[src/rtl/ttps_ram.sv]
module ttps_ram #(
  parameter int WIDTH = 8,
  parameter int DEPTH = 16
) (
  input  logic                     clk,
  input  logic                     we,
  input  logic [$clog2(DEPTH)-1:0] addr,
  input  logic [WIDTH-1:0]         wdata,
  output logic [WIDTH-1:0]         rdata
);

  logic [WIDTH-1:0] mem [DEPTH];

  always_ff @(posedge clk) begin
    if (we) begin
      mem[addr] <= wdata;
    end
    rdata <= mem[addr];
  end

endmodule

[config.mk]
export PLATFORM = sky130hd
export DESIGN_NAME = ttps_ram
export DESIGN_NICKNAME = d
export VERILOG_FILES = /design/src/rtl/ttps_ram.sv
export SDC_FILE = /design/constraint.sdc
export NUM_CORES = 1
export LEC_CHECK = 0
export ABC_CLOCK_PERIOD_IN_PS = 3300
export BUFFER_PORTS_ARGS = -buffer_cell sky130_fd_sc_hd__buf_4
export CAP_MARGIN = 0
export CORE_MARGIN = 3
export CORE_UTILIZATION = 65
export CTS_CLUSTER_DIAMETER = 80
export DETAILED_ROUTE_END_ITERATION = 10
export PLACE_DENSITY = 0.83
export SLEW_MARGIN = 40
export SYNTH_ARGS = -nofsm -noshare
export SYNTH_HDL_FRONTEND = slang
export SYNTH_SLANG_ARGS = --single-unit
[constraint.sdc]
create_clock -name clk -period 3.3 [get_ports clk]
set_input_delay 0 -clock clk [delete_from_list [all_inputs] [get_ports clk]]
set_output_delay 0 -clock clk [all_outputs]
set_load 0.01 [all_outputs]
==> impl_metrics.json <==
{
  "cts_tree": "done",
  "syn_area_sq_um": 5067,
  "power_frac_comb_pct": 5.0,
  "p_leak_nw": 1.960,
  "dieArea_sq_um": 8892,
  "hp-class": "in2reg",
  "antenna_found_initial": 0,
  "detailed_place.area_sq_um": 5314,
  "slew_headroom_pct": 47.78,
  "detail_route.wirelength_mm": 10.52,
  "fin_util_pct": 80.59,
  "worstMarginPinSlew_ns": 0.7804,
  "r2r_setup_slack_ns": 1.93,
  "criticalPathCategory": "in2reg",
  "ys_seq_elements": 136,
  "syn2layout_area_growth_pct": 17.83,
  "intPower_w": 0.003195,
  "synth_cell_type_count": 18,
  "grt_pass1_vias": 2475,
  "switchingPower_w": 0.0008006,
  "gp_congestion": 0.7851,
  "end_kind": "register",
  "maxCapViolCount": 0,
  "io_pins": 22,
  "grt.total_usage_pct": 26.52,
  "root_buffer": "clkbuf_8",
  "cp.arrival_ns": 1.54,
  "p_sw_share_pct": 20.04,
  "layout_commonest_cell": "edfxtp_1",
  "cts_sinks": 136,
  "startpoint_type": "primary input",
  "crit_path_max_fanout": 39,
  "nets": 283,
  "grt_pass1_wl_mm": 15.43,
  "outcome": "complete, no violations",
  "final-hold-violation-count": 0,
  "cts_buffers": 17,
  "cts.clk_slew.worst_paths_ns": 0.06,
  "yosysSeqAreaShare_pct": 79.01,
  "cpPeakStageDelay_ns": 0.68,
  "clock_power_share_pct": 46.3,
  "synth.net_count": 244,
  "ant_nets": 0,
  "fp-row-count": 31,
  "drc_errors": 0,
  "layout_common_cells": "128 x edfxtp_1, 32 x mux4_2, 23 x buf_4",
  "final_cell_area_sq_um": 5971,
  "htreeDepth": 4,
  "routedWlPerCell_microns": 27.76,
  "clock_path_buffers": 2,
  "fmax_ghz": 0.7181,
  "period_needed_ns": 1.393,
  "setup_viol": 0,
  "insertion_delay_ns": 0.52,
  "yosys_warnings": 0,
  "tns_ns": 0,
  "via_count": 2498,
  "grt_max_degree": 40,
  "slew_viol_final": 0,
  "dieWidth_microns": 94.30,
  "drt-vias-per-instance": 6.591,
  "power_density_nw_per_um2": 669.1,
  "rsz0062_at_grt": "no",
  "avgSynthCellArea_sq_um": 22.03,
  "numPortBuffers": 21,
  "p_seq_share_pct": 48.7,
  "setup_slack_ns": 1.907,
  "fp.dieH_microns": 94.30,
  "crit_chain": "buf_4, nand2_1, nor2_1",
  "coreArea_sq_um": 7408,
  "grt-ovfl-total": 0,
  "vdd_drop_max_v": 0.0005048,
  "critical_path_required_ns": 3.44,
  "dp_hpwl_mm": 5.634,
  "drive_above_1_share_pct": 31.07,
  "initial_utilization_pct": 68.40,
  "drtIter0Drc": 282,
  "firstDrtPassIters": 5,
  "slowest_stage": "nor2_1",
  "synthCells": 230,
  "period_share_pct": 42.20,
  "antenna_cells_inserted": 0,
  "fin_worst_skew_ns": 0.005940,
  "place_ws_ns": 1.433
}
-- cell usage after synthesis (all sizes together) --
library cell	n	area (sq um)
nor3	4	20.02
nand2b	2	12.51
a22oi	16	120.1
clkbuf	3	12.51
or3b	1	8.760
buf	8	47.54
nor2	13	48.80
nand3	1	5.000
nand3b	2	15.01
nor2b	2	12.51
mux4	32	720.7
nand2	9	33.78
dfxtp	8	160.2
edfxtp	128	3844
and2	1	6.260
-- worst paths after layout --
path                                 start         to  depth (start not counted)
worst min-delay path               addr[3]   rdata[6]                          4
worst max-delay path               addr[0]  mem[3][6]                          3
worst max register to register   mem[3][0]   rdata[0]                          3
worst min register to register  mem[11][0]   rdata[0]                          3
-- what timing repair did --
action	4_1_cts	5_1_grt
hold buffers	8	0
gates resized for setup	0	0
hold endpoints to repair	128	0
buffers inserted	0	0
-- power by group through the flow --
stage,Clock [W],Sequential [W],Combinational (W)
2_1_floorplan,0,0.00198,0.0000995
3_3_place_gp,0,0.00198,0.000181
3_5_place_dp,0,0.00198,0.000187
4_1_cts,0.00186,0.00195,0.000200
5_1_grt,0.00194,0.00195,0.000213
6_report,0.00185,0.00195,0.000200
-- per-stage QoR --
stage / hold WS (ns) / std cells / power, W
2_1_floorplan: 0.09887 / 230 / 0.002081
5_1_grt: 0.08290 / 379 / 0.004096
4_1_cts: 0.06762 / 379 / 0.004002
3_3_place_gp: 0.3263 / 341 / 0.002158
6_report: 0.08477 / 379 / 0.003995
3_5_place_dp: 0.3373 / 341 / 0.002166
-- cell families (layout without fill, tap and decap cells) --
group | Yosys count | count (layout) | synth area share (%)
mux | 32 | 32 | 14.22
flops | 136 | 136 | 79.01
buf+inv | 11 | 61 | 1.185
compound gates | 16 | 16 | 2.370
simple gates | 35 | 35 | 3.210
-- final cells by class --
| cell class | instances | area [sq um] |
|---|---|---|
| sequential | 136 | 4004 |
| fill | 340 | 1438 |
| multi-input combinational | 83 | 1016 |
| clock buffer | 21 | 449.2 |
| timing repair buffer | 31 | 252.7 |
| clock inverter | 9 | 125.1 |
| tap | 99 | 123.9 |
-- sequential cells by signal, summed over array words and instances (netlist names) --
signal	cells
rdata	8
mem	128
-- critical path: cells and delay by family --
kind / cells / cell delay [ns]
buf+inv: 1 / 0.55
simple gates: 2 / 0.97
-- layer usage --
layer  global-route usage (%)  wire (microns)  vias to the layer above
met4                    10.47             207                        0
met5                        0               0                        -
met1                    36.84            3875                     1280
met3                    6.891            1096                       16
met2                    41.08            5342                      164
li1                         -               -                     1038
Power figures use the tool's default switching activity.
