## src/rtl/ttps_pkg.sv

```systemverilog
package ttps_pkg;

  // table geometry
  localparam int TABLE_DEPTH = 65536;
  localparam int ADDR_W      = $clog2(TABLE_DEPTH);
  localparam int CNT_W       = ADDR_W + 1;

  // field widths
  localparam int OP_W          = 2;
  localparam int KEY_W         = 64;
  localparam int PLY_W         = 6;
  localparam int DEPTH_W       = 6;
  localparam int SCORE_W       = 16;
  localparam int MOVE_W        = 32;
  localparam int BOUND_W       = 2;
  localparam int STAT_W        = 32;
  localparam int NUM_ENTRIES_W = 17;
  localparam int THR_W         = 15;
  localparam int CFG_IDX_W     = 2;
  localparam int CFG_DATA_W    = 32;

  // opcodes
  localparam logic [OP_W-1:0] OP_PROBE = 2'd0;
  localparam logic [OP_W-1:0] OP_STORE = 2'd1;
  localparam logic [OP_W-1:0] OP_MOVE  = 2'd2;
  localparam logic [OP_W-1:0] OP_CLEAR = 2'd3;

  // bound kinds
  localparam logic [BOUND_W-1:0] BOUND_UPPER = 2'd0;
  localparam logic [BOUND_W-1:0] BOUND_LOWER = 2'd1;
  localparam logic [BOUND_W-1:0] BOUND_EXACT = 2'd2;

  // config register indexes
  localparam logic [CFG_IDX_W-1:0] CFG_NUM_ENTRIES = 2'd0;
  localparam logic [CFG_IDX_W-1:0] CFG_MATE_THR    = 2'd1;
  localparam logic [CFG_IDX_W-1:0] CFG_EMPTY_MOVE  = 2'd2;

  // config reset values
  localparam logic [NUM_ENTRIES_W-1:0] NUM_ENTRIES_RST = 17'd65536;
  localparam logic [THR_W-1:0]         MATE_THR_RST    = 15'd29936;
  localparam logic [MOVE_W-1:0]        EMPTY_MOVE_RST  = '0;

  typedef struct packed {
    logic [KEY_W-1:0]          key;
    logic [MOVE_W-1:0]         move;
    logic signed [SCORE_W-1:0] score;
    logic [DEPTH_W-1:0]        depth;
    logic [BOUND_W-1:0]        bound;
  } entry_t;

  localparam int ENTRY_W = $bits(entry_t);

  // request to the key modulo unit
  typedef struct packed {
    logic             start;
    logic [KEY_W-1:0] key;
    logic [CNT_W-1:0] divisor;
  } mod_req_t;

endpackage

```

## src/rtl/ttps_mod.sv

```systemverilog
module ttps_mod (
  input  logic                           clk,
  input  logic                           rst,
  input  ttps_pkg::mod_req_t             req,
  output logic                           done,
  output logic [ttps_pkg::ADDR_W-1:0]    rem
);
  import ttps_pkg::*;

  localparam int STEP_W = $clog2(KEY_W);

  logic               busy;
  logic [STEP_W-1:0]  step;
  logic [KEY_W-1:0]   dividend;
  logic [CNT_W-1:0]   divisor;
  logic [ADDR_W:0]    trial;
  logic [ADDR_W:0]    diff;
  logic               fits;

  // one quotient bit per cycle, restoring form
  always_comb begin
    trial = {rem, dividend[KEY_W-1]};
    fits  = ({{(ADDR_W + 1 - CNT_W){1'b0}}, divisor} <= trial);
    diff  = trial - {{(ADDR_W + 1 - CNT_W){1'b0}}, divisor};
  end

  always_ff @(posedge clk) begin
    if (rst) begin
      busy <= 1'b0;
      done <= 1'b0;
      step <= '0;
    end else begin
      done <= 1'b0;
      if (req.start) begin
        busy <= 1'b1;
        step <= '0;
      end else if (busy) begin
        step <= step + 1'b1;
        if (step == STEP_W'(KEY_W - 1)) begin
          busy <= 1'b0;
          done <= 1'b1;
        end
      end
    end
  end

  always_ff @(posedge clk) begin
    if (req.start) begin
      dividend <= req.key;
      divisor  <= req.divisor;
      rem      <= '0;
    end else if (busy) begin
      dividend <= {dividend[KEY_W-2:0], 1'b0};
      rem      <= fits ? diff[ADDR_W-1:0] : trial[ADDR_W-1:0];
    end
  end

endmodule

```

## config.mk

```make
export PLATFORM = sky130hd
export DESIGN_NAME = ttps_mod
export DESIGN_NICKNAME = d
export VERILOG_FILES = /design/src/rtl/ttps_pkg.sv /design/src/rtl/ttps_mod.sv
export SDC_FILE = /design/constraint.sdc
export NUM_CORES = 1
export LEC_CHECK = 0
export BUFFER_PORTS_ARGS = -buffer_cell sky130_fd_sc_hd__clkbuf_2
export CORE_MARGIN = 2
export CORE_UTILIZATION = 50
export CTS_CLUSTER_DIAMETER = 150
export DETAILED_ROUTE_END_ITERATION = 16
export HOLD_SLACK_MARGIN = 0.03
export PLACE_DENSITY = 0.76
export SLEW_MARGIN = 15
export SYNTH_ARGS = -nofsm -noshare
export SYNTH_HDL_FRONTEND = slang
export SYNTH_SLANG_ARGS = --single-unit
```

## constraint.sdc

```tcl
create_clock -name clk -period 3.7 [get_ports clk]
set_input_delay 0.74 -clock clk [delete_from_list [all_inputs] [get_ports clk]]
set_output_delay 0.74 -clock clk [all_outputs]
set_load 0.02 [all_outputs]
```

==> flow_summary.toml <==
[routing]
drt_iter0_drc = 163
wirelength_um = 11340
routed_via_density = 5.598
drc_errors = 0
first_pass_iters = 4
wl_per_cell_um = 16.22
drtAntennaViolNets = 0
num_vias = 3913

[clocking]
cts_tree = "yes"
clock_path_buffers = 2
clk-insertion-delay-late_ps = 350
htree_num_levels = 3
cts_num_sinks = 105
cts_resized = 0
hold_buffers = 0
cts_setup_buffers = 0
clkTransAtPathRegs_ps = 80
cts_root_buf = "clkbuf_16"
cts_buffers = 9

[setup_path]
r2r_cells = 9
worstReg2RegEnd = "rem[4]"
cp_max_fo = 20
critPathLaunchType = "flop"
critPathKind = "flop to flop"
rr_startpoint = "rem[11]"
cp.arrival_ps = 3070
rrSetupSlack_ps = 840
critPathRequiredTime_ps = 3910
critical_path.endpoint_type = "flop"

[synth]
syn_nets = 582
synth_cell_types = 58
synthArstFlopShare = 0
postSynthAreaPerCell_sq_um = 12.15
yosysWarnings = 0
ys_seq_area_frac = 0.5168
synthFlopType = "edfxtp_1"
synth-seq-cells = 105
syn_inst = 464
synth_edf_count = 81
syn-cell-area_sq_um = 5637

[hold_path]
hold_path_depth = 2
min_path_type = "flop to flop"
hold_path_end = "step[5]"
worstHoldStart = "step[5]"

[pwr]
clkPwrFrac = 0.314
cellPowerDensity_nw_per_um2 = 467.5
switching_share = 0.2883
comb_power_share = 0.210
power_frac_seq = 0.477
vdd_drop_max_uv = 360.6
switchingPower_uw = 879.9
p_leak_nw = 2.714
intPower_mw = 2.172

[sta]
fin_crit_ps = 2855
rsz0062_at_grt = "false"
finClkSkew_ps = 5.719
clock.fmax_mhz = 350.2
hold_viol = 0
finalMaxSlewViolations = 0
finalCritPeriodShare = 0.7717
tns_ps = 0
slew_headroom = 0.4780
finalSetupViolations = 0
worst_pin_slew_ps = 782.9

[layout]
multi_input_area_sq_um = 2460
antenna_cells = 0
fillers = 901
layout-drive-gt1-share = 0.3506
fin_area_sq_um = 6529
syn_to_final_growth_pct = 15.83
regArea_sq_um = 2913
layout_common_cells = "99 x clkbuf_2, 81 x edfxtp_1, 65 x mux2_2, 36 x inv_1, 33 x ha_1"
final_common_cell = "clkbuf_2"
fin_nets = 672

[placement]
place_congestion = 0.8711
dpl_cell_area_sq_um = 6228
io_buffers = 100
post-dp-hpwl_um = 8076

[global_route]
grt_overflow = 0
grt_pass1_wl_um = 18650
grt_max_degree = 75
grt_pass1_vias = 3932
grt_usage = 0.1987
antenna_found_initial = 0

[floorplan]
die_h_um = 110.2
start_util = 0.5154
dieWidth_um = 110.2
core_area_sq_um = 10940
ios = 101
std_cell_rows = 38
die_area_sq_um = 12140

[run]
drv_cap = 0

[status]
status = "finished, final reports clean"
-- synthesized netlist by cell type (all sizes together), types with 3 or more instances --
| cell type | instances | area (sq um) |
|---|---|---|
| edfxtp | 81 | 2432 |
| mux2 | 65 | 732.0 |
| inv | 36 | 135.1 |
| ha | 33 | 412.9 |
| nor2 | 28 | 105.1 |
| dfxtp | 24 | 480.5 |
| a21oi | 19 | 95.09 |
| clkbuf | 16 | 60.06 |
| nand2 | 15 | 56.30 |
| mux2i | 10 | 100.1 |
| o21ai | 10 | 50.05 |
| buf | 9 | 68.81 |
| a211oi | 8 | 65.06 |
| nor3 | 8 | 40.04 |
| a21o | 7 | 52.55 |
| nand3 | 7 | 35.03 |
| nand4 | 7 | 43.79 |
| o21a | 7 | 52.55 |
| xnor2 | 7 | 61.31 |
| xor2 | 5 | 43.79 |
| and3 | 4 | 26.28 |
| o211ai | 4 | 30.03 |
| or3 | 4 | 25.02 |
| a31o | 3 | 26.28 |
| a31oi | 3 | 25.02 |
| and2 | 3 | 18.77 |
| nand3b | 3 | 22.52 |
| o311ai | 3 | 26.28 |
| o32ai | 3 | 26.28 |
| or2 | 3 | 18.77 |
-- per-stage QoR --
step / power (mW) / cells / setup slack, ps / hold WS, ps / utilization
after floorplan: 1.951 / 464 / 1104 / 452.9 / -
final: 3.052 / 699 / 844.7 / 499.9 / 0.5970
after global placement: 2.097 / 683 / 987.5 / 474.2 / 0.5696
after global routing: 3.195 / 699 / 610.4 / 527.2 / 0.5970
after detailed placement: 2.119 / 683 / 849.0 / 500.3 / 0.5696
after CTS: 3.078 / 699 / 837.9 / 502.4 / 0.5970
-- cell type report --
cell class | instances | share of cell area
flip-flops and latches | 105 | 0.4461
repair buffers | 104 | 0.08356
clock buffers | 9 | 0.03450
inverters | 36 | 0.02070
multi-input cells | 298 | 0.3768
well taps | 140 | 0.02683
clock inverters | 7 | 0.01150
-- worst max-delay path, cell delays in order, from the launching register on --
cell,delay (ps)
dfxtp_1,360
inv_1,90
ha_1,450
a21oi_1,210
o21ai_1,90
a221o_1,390
a22oi_4,570
buf_4,270
mux2i_1,200
a211oi_1,90
-- power groups by stage --
stage	combinational [mW]	clock, mW	sequential [mW]
CTS	0.640	0.981	1.46
global route	0.710	1.02	1.47
detailed placement	0.637	0	1.48
global placement	0.621	0	1.48
finish	0.639	0.958	1.45
floorplan	0.465	0	1.49
-- how the worst max path moves through the flow --
stage	startpoint	endpoint	slack, ps	cells after the start
2_1_floorplan	req[81]	dividend[0]	1100	3
3_3_place_gp	rem[11]	rem[0]	990	8
3_5_place_dp	rem[11]	rem[0]	850	8
4_1_cts	rem[11]	rem[0]	840	8
5_1_grt	rem[11]	rem[4]	610	9
6_report	rem[11]	rem[4]	840	9
-- cells by family after synthesis --
| family | share of synthesized area |
|---|---|
| buf+inv | 0.04684 |
| flops | 0.5168 |
| xor+xnor | 0.01865 |
| simple gates | 0.08146 |
| fa+ha+maj | 0.07680 |
| mux | 0.1476 |
| compound gates | 0.1119 |
-- sequential cells by signal (all words and copies together), names as in the netlist --
| name | count |
|---|---|
| busy | 1 |
| divisor | 17 |
| rem | 16 |
| dividend | 64 |
| done | 1 |
| step | 6 |
-- routing by layer --
metal / track usage / vias up / share of wire
li1: - / 1900 / -
met1: 0.2381 / 1900 / 0.43
met2: 0.3256 / 94 / 0.48
met3: 0.07055 / 19 / 0.072
met4: 0.08214 / 0 / 0.022
met5: 0 / - / 0
(Power assumes the default switching activity.)
